==> config.mk <==
export PLATFORM = sky130hd
export DESIGN_NAME = stl_ctrl
export DESIGN_NICKNAME = d
export VERILOG_FILES = /design/src/rtl/stl_pkg.sv /design/src/rtl/stl_ctrl.sv
export SDC_FILE = /design/constraint.sdc
export NUM_CORES = 1
export LEC_CHECK = 0
export ABC_AREA = 1
export BUFFER_PORTS_ARGS = -buffer_cell sky130_fd_sc_hd__clkbuf_2
export CELL_PAD_IN_SITES_DETAIL_PLACEMENT = 0
export CELL_PAD_IN_SITES_GLOBAL_PLACEMENT = 2
export CORE_MARGIN = 3
export CORE_UTILIZATION = 19
export CTS_CLUSTER_DIAMETER = 80
export DETAILED_ROUTE_END_ITERATION = 10
export HOLD_SLACK_MARGIN = 0.06
export PLACE_DENSITY_LB_ADDON = 0.1
export SLEW_MARGIN = 20
export SYNTH_ARGS = -nofsm -noshare
export SYNTH_HDL_FRONTEND = slang
export SYNTH_SLANG_ARGS = --single-unit
==> constraint.sdc <==
create_clock -name clk -period 1.3 [get_ports clk]
set_input_delay 0.13 -clock clk [delete_from_list [all_inputs] [get_ports clk]]
set_output_delay 0.13 -clock clk [all_outputs]
set_load 0.02 [all_outputs]
==> src/rtl/stl_pkg.sv <==
// Shared widths, codes and command/status types for the tag lookup block.
`default_nettype none
package stl_pkg;
    localparam int NUM_SETS  = 1024;
    localparam int NUM_WAYS  = 16;
    localparam int SET_W     = 10;
    localparam int WAY_W     = 4;
    localparam int TAG_W     = 32;
    localparam int ST_W      = 3;
    localparam int BLK_W     = 30;
    localparam int DVS_W     = 11;
    localparam int MC_W      = 7;
    localparam int LBB_W     = 4;
    localparam int WC_W      = 5;
    localparam int OP_W      = 2;
    localparam int CFG_IDX_W = 3;
    localparam int CFG_DAT_W = 11;

    localparam logic [OP_W-1:0] OP_LOOKUP = 2'd0;
    localparam logic [OP_W-1:0] OP_WR_ENT = 2'd1;
    localparam logic [OP_W-1:0] OP_WR_LCK = 2'd2;

    localparam logic [CFG_IDX_W-1:0] REG_MODE = 3'd0;
    localparam logic [CFG_IDX_W-1:0] REG_MODS = 3'd1;
    localparam logic [CFG_IDX_W-1:0] REG_LBB  = 3'd2;
    localparam logic [CFG_IDX_W-1:0] REG_SETS = 3'd3;
    localparam logic [CFG_IDX_W-1:0] REG_WAYS = 3'd4;

    typedef struct packed {
        logic capture;
        logic div_start;
        logic div_src_quo;
        logic div_by_sets;
        logic rd_en;
        logic load_res;
        logic clear_en;
    } cmd_t;

    typedef struct packed {
        logic div_busy;
        logic interleave;
        logic clear_last;
        logic out_blocked;
    } sts_t;
endpackage
`default_nettype wire

==> src/rtl/stl_ctrl.sv <==
// Controller state machine sequencing clear, division, row read and result load.
`default_nettype none
module stl_ctrl
(
    input  wire logic                      clk,
    input  wire logic                      rst_n,
    input  wire logic                      in_valid,
    input  wire logic [stl_pkg::OP_W-1:0]  op,
    input  wire stl_pkg::sts_t             sts,
    output logic                           in_stall,
    output stl_pkg::cmd_t                  cmd
);
    localparam logic [2:0] S_CLEAR = 3'd0;
    localparam logic [2:0] S_IDLE  = 3'd1;
    localparam logic [2:0] S_LOAD  = 3'd2;
    localparam logic [2:0] S_DIV1  = 3'd3;
    localparam logic [2:0] S_DIV2  = 3'd4;
    localparam logic [2:0] S_READ  = 3'd5;
    localparam logic [2:0] S_RES   = 3'd6;

    logic [2:0] state_reg, state_next;

    always_comb
    begin
        state_next = state_reg;
        cmd        = '0;
        in_stall   = (state_reg != S_IDLE);
        unique case (state_reg)
            S_CLEAR:
            begin
                cmd.clear_en = 1'b1;
                if (sts.clear_last)
                    state_next = S_IDLE;
            end
            S_IDLE:
            begin
                if (in_valid && op == stl_pkg::OP_LOOKUP)
                begin
                    cmd.capture = 1'b1;
                    state_next  = S_LOAD;
                end
            end
            S_LOAD:
            begin
                cmd.div_start   = 1'b1;
                cmd.div_by_sets = !sts.interleave;
                state_next      = sts.interleave ? S_DIV1 : S_DIV2;
            end
            S_DIV1:
            begin
                if (!sts.div_busy)
                begin
                    cmd.div_start   = 1'b1;
                    cmd.div_src_quo = 1'b1;
                    cmd.div_by_sets = 1'b1;
                    state_next      = S_DIV2;
                end
            end
            S_DIV2:
            begin
                if (!sts.div_busy)
                begin
                    cmd.rd_en  = 1'b1;
                    state_next = S_READ;
                end
            end
            S_READ:
                state_next = S_RES;
            S_RES:
            begin
                if (!sts.out_blocked)
                begin
                    cmd.load_res = 1'b1;
                    state_next   = S_IDLE;
                end
            end
            default:
                state_next = S_IDLE;
        endcase
    end

    always_ff @(posedge clk or negedge rst_n)
    begin
        if (!rst_n)
            state_reg <= S_CLEAR;
        else
            state_reg <= state_next;
    end
endmodule
`default_nettype wire

==> impl_metrics.env, run 1 <==
export IMPL_start_kind="flop"
export IMPL_yosysTopAreaCell="dfrtp_1"
export IMPL_drcViolationCount=0
export IMPL_worst_hold_slack_ns=0.249
export IMPL_grt_use_total=0.106
export IMPL_vias=489
export IMPL_cts_buffer_depth=2
export IMPL_reg2reg_to="state_reg[0]"
export IMPL_die_x_um=50.7
export IMPL_top_usage_layer="met2"
export IMPL_drt_iter0_drc=4
export IMPL_gp_congestion=0.738
export IMPL_cts_buffers=3
export IMPL_path_class="reg2out"
export IMPL_synth_seq_cells=3
export IMPL_ys_seq_area_frac=0.197
export IMPL_syn_cell_area_um2=380
export IMPL_critical_path_endpoint="cmd[1]"
export IMPL_tightest_slew_ns=0.189
export IMPL_ir_drop_mv=0.752
export IMPL_hold_viol=0
export IMPL_grt_pass1_wl_mm=2.08
export IMPL_pre_cts_slack_ns=0.00163
export IMPL_largest_register_ffs=3
export IMPL_cap_violations=0
export IMPL_grt_pass1_vias=518
export IMPL_cts_tree="yes"
export IMPL_clock_latency_ns=0.23
export IMPL_ant_nets=0
export IMPL_synthTopCellsByArea="dfrtp_1 20%, nand2_1 13%, inv_1 6.9%"
export IMPL_rrSetupSlack_ns=0.03
export IMPL_rsz0062_at_grt="true"
export IMPL_status="finished, violations left"
export IMPL_hpwl_um=948
export IMPL_cts_sinks=3
export IMPL_antenna_found_initial=0
export IMPL_skew_ns=0.00300
export IMPL_met3_usage=0.0148
export IMPL_path_max_fanout=6
export IMPL_core_area_um2=1800
export IMPL_clockRootBuffer="clkbuf_4"
export IMPL_layout_drive_gt1_share=0.628
export IMPL_syn_num_nets=70
export IMPL_power_leakage_nw=0.383
export IMPL_grt_max_degree=7
export IMPL_post_drt_wl_per_cell_um=10.3
export IMPL_critPathCaptureType="output pin"
export IMPL_violations="negative setup slack"
export IMPL_io_pins=17
export IMPL_reg2reg_from="state_reg[2]"
export IMPL_gr_usage_met1=0.117
export IMPL_num_rows=15
export IMPL_port_buffers=16
export IMPL_via_per_inst=4.11
export IMPL_r2r_cells=8
export IMPL_slowest_delay_ns=0.46
export IMPL_syn2layout_area_growth_pct=96.1
export IMPL_worstPathCellList="buf_6 -> nor4_4 -> buf_4"
export IMPL_die_height_um=50.7
export IMPL_worst_path_stages=3
export IMPL_synth_avg_cell_area_um2=6.45
export IMPL_required_ns=1.17
export IMPL_start_util=0.211
export IMPL_netlist_instances=59
export IMPL_antenna_cells=0
export IMPL_drt_pass1_iterations=4
export IMPL_finalSetupViolations=6
export IMPL_crit_family="flip-flops"
export IMPL_cp_startpoint="state_reg[0]"
export IMPL_wl_mm=1.23
export IMPL_slew_violations=0
export IMPL_period_needed_ns=1.40
export IMPL_path_buf_inv=2
export IMPL_clk_pin_slew_worst_paths_ns=0.04
export IMPL_fin_crit_sh=1.07
export IMPL_die_area_um2=2570
export IMPL_netlist_area_leader_share=0.197
export IMPL_gr_usage_met2=0.196
export IMPL_max_freq_mhz=716
export IMPL_h_tree_depth=1
export IMPL_slew_headroom=0.873
export IMPL_nNetsFinal=106
export IMPL_slowest_stage="dfrtp_2"
export IMPL_crit_arrival_ns=1.27
export IMPL_globalRouteOverflowTotal=0
export IMPL_fin_ws_ns=-0.0959
export IMPL_hp_class="in2async"
export IMPL_synth_distinct_cells=21
export IMPL_p_per_area_nw_per_um2=1990
export IMPL_synth_yosys_warnings=0
-- cell type report --
class / count / area, um2
clock buffers: 4 / 26.3
fillers: 209 / 1060
inverters: 10 / 42.5
multi-input cells: 45 / 328
flip-flops and latches: 3 / 78.8
well taps: 25 / 31.3
repair buffers: 32 / 239
-- layer usage --
| layer | share of wire | vias up |
|---|---|---|
| li1 | - | 260 |
| met1 | 0.43 | 219 |
| met2 | 0.53 | 10 |
| met3 | 0.042 | 0 |
| met4 | 0 | 0 |
| met5 | 0 | - |
-- cells in the mapped netlist --
cell type and count:
nand4_1 3, ha_1 2, nor4_1 1, nand2_4 2
inv_2 3, nand2_1 13, nand3b_1 1, nor2_4 1
nor2_1 7, inv_1 7, o21ai_1 1, buf_4 1
nand2_2 2, dfrtp_1 3, nor3_1 1, a31oi_1 1
nand3_1 4, o21a_1 1, nor2_2 2, o21ai_0 1
nand3_2 2
-- cells in the final DEF, fill, tap and decap left out, drive strengths merged --
cell type and count:
buf 20, nand2 17, clkbuf 15, inv 10
nor2 10, nand3 6, nand4 3, dfrtp 3
o21ai 2, ha 2, a31oi 1, nor3 1
nor4 1, nand3b 1, o21a 1, dlygate4sd3 1
-- worst reg2reg max path, delay by kind of cell, from the launching register on --
family                 cells  cell delay [ns]
and+or+nand+nor            6             0.40
buffers and inverters      2             0.31
DFF                        1             0.44
-- power by group --
part / total, mW / switching (mW) / internal, mW
Sequential: 0.223 / 0.0853 / 0.138
Clock: 0.161 / 0.0458 / 0.115
Combinational: 1.10 / 0.585 / 0.517
-- worst min-delay path by stage --
stage,from,to
6_report,rst_n,state_reg[0]
3_5_place_dp,rst_n,state_reg[0]
4_1_cts,rst_n,state_reg[0]
5_1_grt,rst_n,state_reg[0]
3_3_place_gp,rst_n,state_reg[0]
2_1_floorplan,rst_n,state_reg[0]
-- kinds of logic (layout without fill, tap and decap cells) --
logic type / Yosys count / after routing / share of synthesized area
AOI/OAI and AO/OA: 4 / 4 / 0.0625
adders and majority gates: 2 / 2 / 0.0658
buffers and inverters: 11 / 46 / 0.118
DFF: 3 / 3 / 0.197
and+or+nand+nor: 39 / 39 / 0.556
-- through the flow --
step | cell area, um2 | TNS, ns | utilization | power (mW) | cells
final | 746 | -0.410 | 0.414 | 1.49 | 119
after global routing | 746 | -0.978 | 0.414 | 1.63 | 119
after CTS | 697 | -0.422 | 0.387 | 1.41 | 118
after detailed placement | 541 | 0 | 0.300 | 1.00 | 105
after global placement | 541 | -0.171 | 0.300 | 1.04 | 105
after floorplan | 392 | -0.0196 | - | 0.773 | 59
-- timing repair --
action                     CTS  global route
cloned                       0             0
hold buffers                 1             0
hold endpoints to repair     3             0
pin swaps                    2             3
gates resized for setup     20            14
buffers inserted             8             1
setup endpoints to repair    9            10
No activity file was read; power rests on OpenSTA's default activity.
==> run 2, diff against run 1 <==
- CORE_UTILIZATION: 19 -> 21
- CTS_BUF_LIST: unset -> sky130_fd_sc_hd__clkbuf_8
==> impl_metrics.env, run 2 (synthesized netlist as in run 1, its figures left out) <==
export IMPL_fin_ws_ns=-0.0657
export IMPL_cts_tree="yes"
export IMPL_crit_family="flip-flops"
export IMPL_dpl_cell_area_um2=554
export IMPL_slowest_stage="dfrtp_2"
export IMPL_num_rows=14
export IMPL_cap_violations=0
export IMPL_die_height_um=48.6
export IMPL_grt_pass1_wl_mm=2.20
export IMPL_die_x_um=48.6
export IMPL_grt_use_total=0.123
export IMPL_finalSetupViolations=7
export IMPL_skew_ns=0.000309
export IMPL_slowest_delay_ns=0.45
export IMPL_final_common_cell="buf_4"
export IMPL_violations="negative setup slack"
export IMPL_largest_register_ffs=3
export IMPL_cts_buffers=3
export IMPL_via_per_inst=4.15
export IMPL_clk_pin_slew_worst_paths_ns=0.03
export IMPL_core_area_um2=1610
export IMPL_clock_latency_ns=0.21
export IMPL_fillers=159
export IMPL_cts_sinks=3
export IMPL_slew_violations=0
export IMPL_crit_arrival_ns=1.24
export IMPL_io_pins=17
export IMPL_max_freq_mhz=732
export IMPL_die_area_um2=2360
export IMPL_globalRouteOverflowTotal=0
export IMPL_status="finished, violations left"
export IMPL_hold_viol=0
export IMPL_path_max_fanout=5
export IMPL_gp_congestion=0.699
export IMPL_path_class="reg2out"
export IMPL_required_ns=1.17
export IMPL_antenna_found_initial=0
export IMPL_grt_pass1_vias=503
export IMPL_layout_drive_gt1_share=0.639
export IMPL_fin_crit_sh=1.05
export IMPL_syn2layout_area_growth_pct=118
export IMPL_start_util=0.236
export IMPL_slew_headroom=0.854
export IMPL_hpwl_um=870
export IMPL_critPathCaptureType="output pin"
export IMPL_layout_common_cells="14 x buf_4, 11 x nand2_1, 9 x buf_6"
export IMPL_start_kind="flop"
export IMPL_wl_mm=1.28
export IMPL_tightest_slew_ns=0.219
export IMPL_postLayoutCoreUtil=0.514
export IMPL_pre_cts_slack_ns=0.0418
export IMPL_h_tree_depth=1
export IMPL_clockRootBuffer="clkbuf_8"
export IMPL_grt_max_degree=8
export IMPL_ir_drop_mv=0.782
export IMPL_hp_class="in2async"
export IMPL_drt_pass1_iterations=2
export IMPL_ant_nets=0
export IMPL_period_needed_ns=1.37
export IMPL_drcViolationCount=0
export IMPL_worstPathCellList="buf_6 -> ha_2 -> inv_2 -> nor2_2 -> clkbuf_8"
export IMPL_cts_buffer_depth=2
export IMPL_port_buffers=16
export IMPL_post_drt_wl_per_cell_um=10.5
export IMPL_design_area_um2=828
export IMPL_drt_iter0_drc=4
export IMPL_p_per_area_nw_per_um2=2130
export IMPL_power_leakage_nw=0.416
export IMPL_antenna_cells=0
export IMPL_nNetsFinal=109
export IMPL_rsz0062_at_grt="true"
export IMPL_path_buf_inv=3
export IMPL_vias=502
==> run 2: timing repair <==
item	CTS	global route
pin swaps	7	5
gates resized for setup	25	19
setup endpoints to repair	7	11
hold endpoints to repair	3	0
cloned	0	0
setup buffers	9	1
hold buffers	1	0
==> run 2: layout make-up <==
| class | instances | area [um2] | area share |
|---|---|---|---|
| clock inverter | 1 | 3.75 | 0.00453 |
| clock buffer | 3 | 41.3 | 0.0498 |
| multi-input combinational | 45 | 349 | 0.421 |
| tap | 24 | 30.0 | 0.0363 |
| sequential | 3 | 78.8 | 0.0952 |
| timing repair buffer | 35 | 283 | 0.341 |
| inverter | 10 | 42.5 | 0.0514 |
==> run 2: path summary, 6_finish.rpt <==
check                             start      endpoint  slack (ns)  cells after the start
min                               rst_n  state_reg[0]        0.25                      2
max                        state_reg[1]        cmd[3]       -0.07                      5
max reg2reg                state_reg[1]  state_reg[2]           0                      8
min reg2reg                state_reg[2]  state_reg[2]        0.68                      3
min in group clk                 sts[3]  state_reg[0]        0.34                      4
max in group asynchronous         rst_n  state_reg[2]        0.93                      2
==> run 2: routing by layer <==
metal | routed length, um | share of wire | global-route usage | vias to the layer above
met4 | 23 | 0.018 | 0.0569 | 0
met1 | 548 | 0.43 | 0.139 | 213
met5 | 0 | 0 | 0 | -
li1 | - | - | - | 266
met2 | 619 | 0.49 | 0.206 | 19
met3 | 83 | 0.065 | 0.0429 | 4
==> run 2: per-stage QoR <==
step	cells	setup TNS, ns	power [mW]	hold slack [ns]
floorplan	59	-0.0196	0.773	-0.166
global placement	106	0	1.05	-0.0687
detailed placement	106	0	1.03	-0.0678
CTS	120	-0.294	1.60	0.251
global route	121	-0.928	1.91	0.281
finish	121	-0.296	1.76	0.246
==> run 2: power by group <==
| group | total (mW) | switching [mW] | internal, mW | leakage, nW |
|---|---|---|---|---|
| Clock | 0.259 | 0.0579 | 0.201 | 0.0269 |
| Sequential | 0.225 | 0.0868 | 0.138 | 0.0342 |
| Combinational | 1.28 | 0.645 | 0.637 | 0.355 |
| Total | 1.76 | 0.789 | 0.976 | 0.416 |
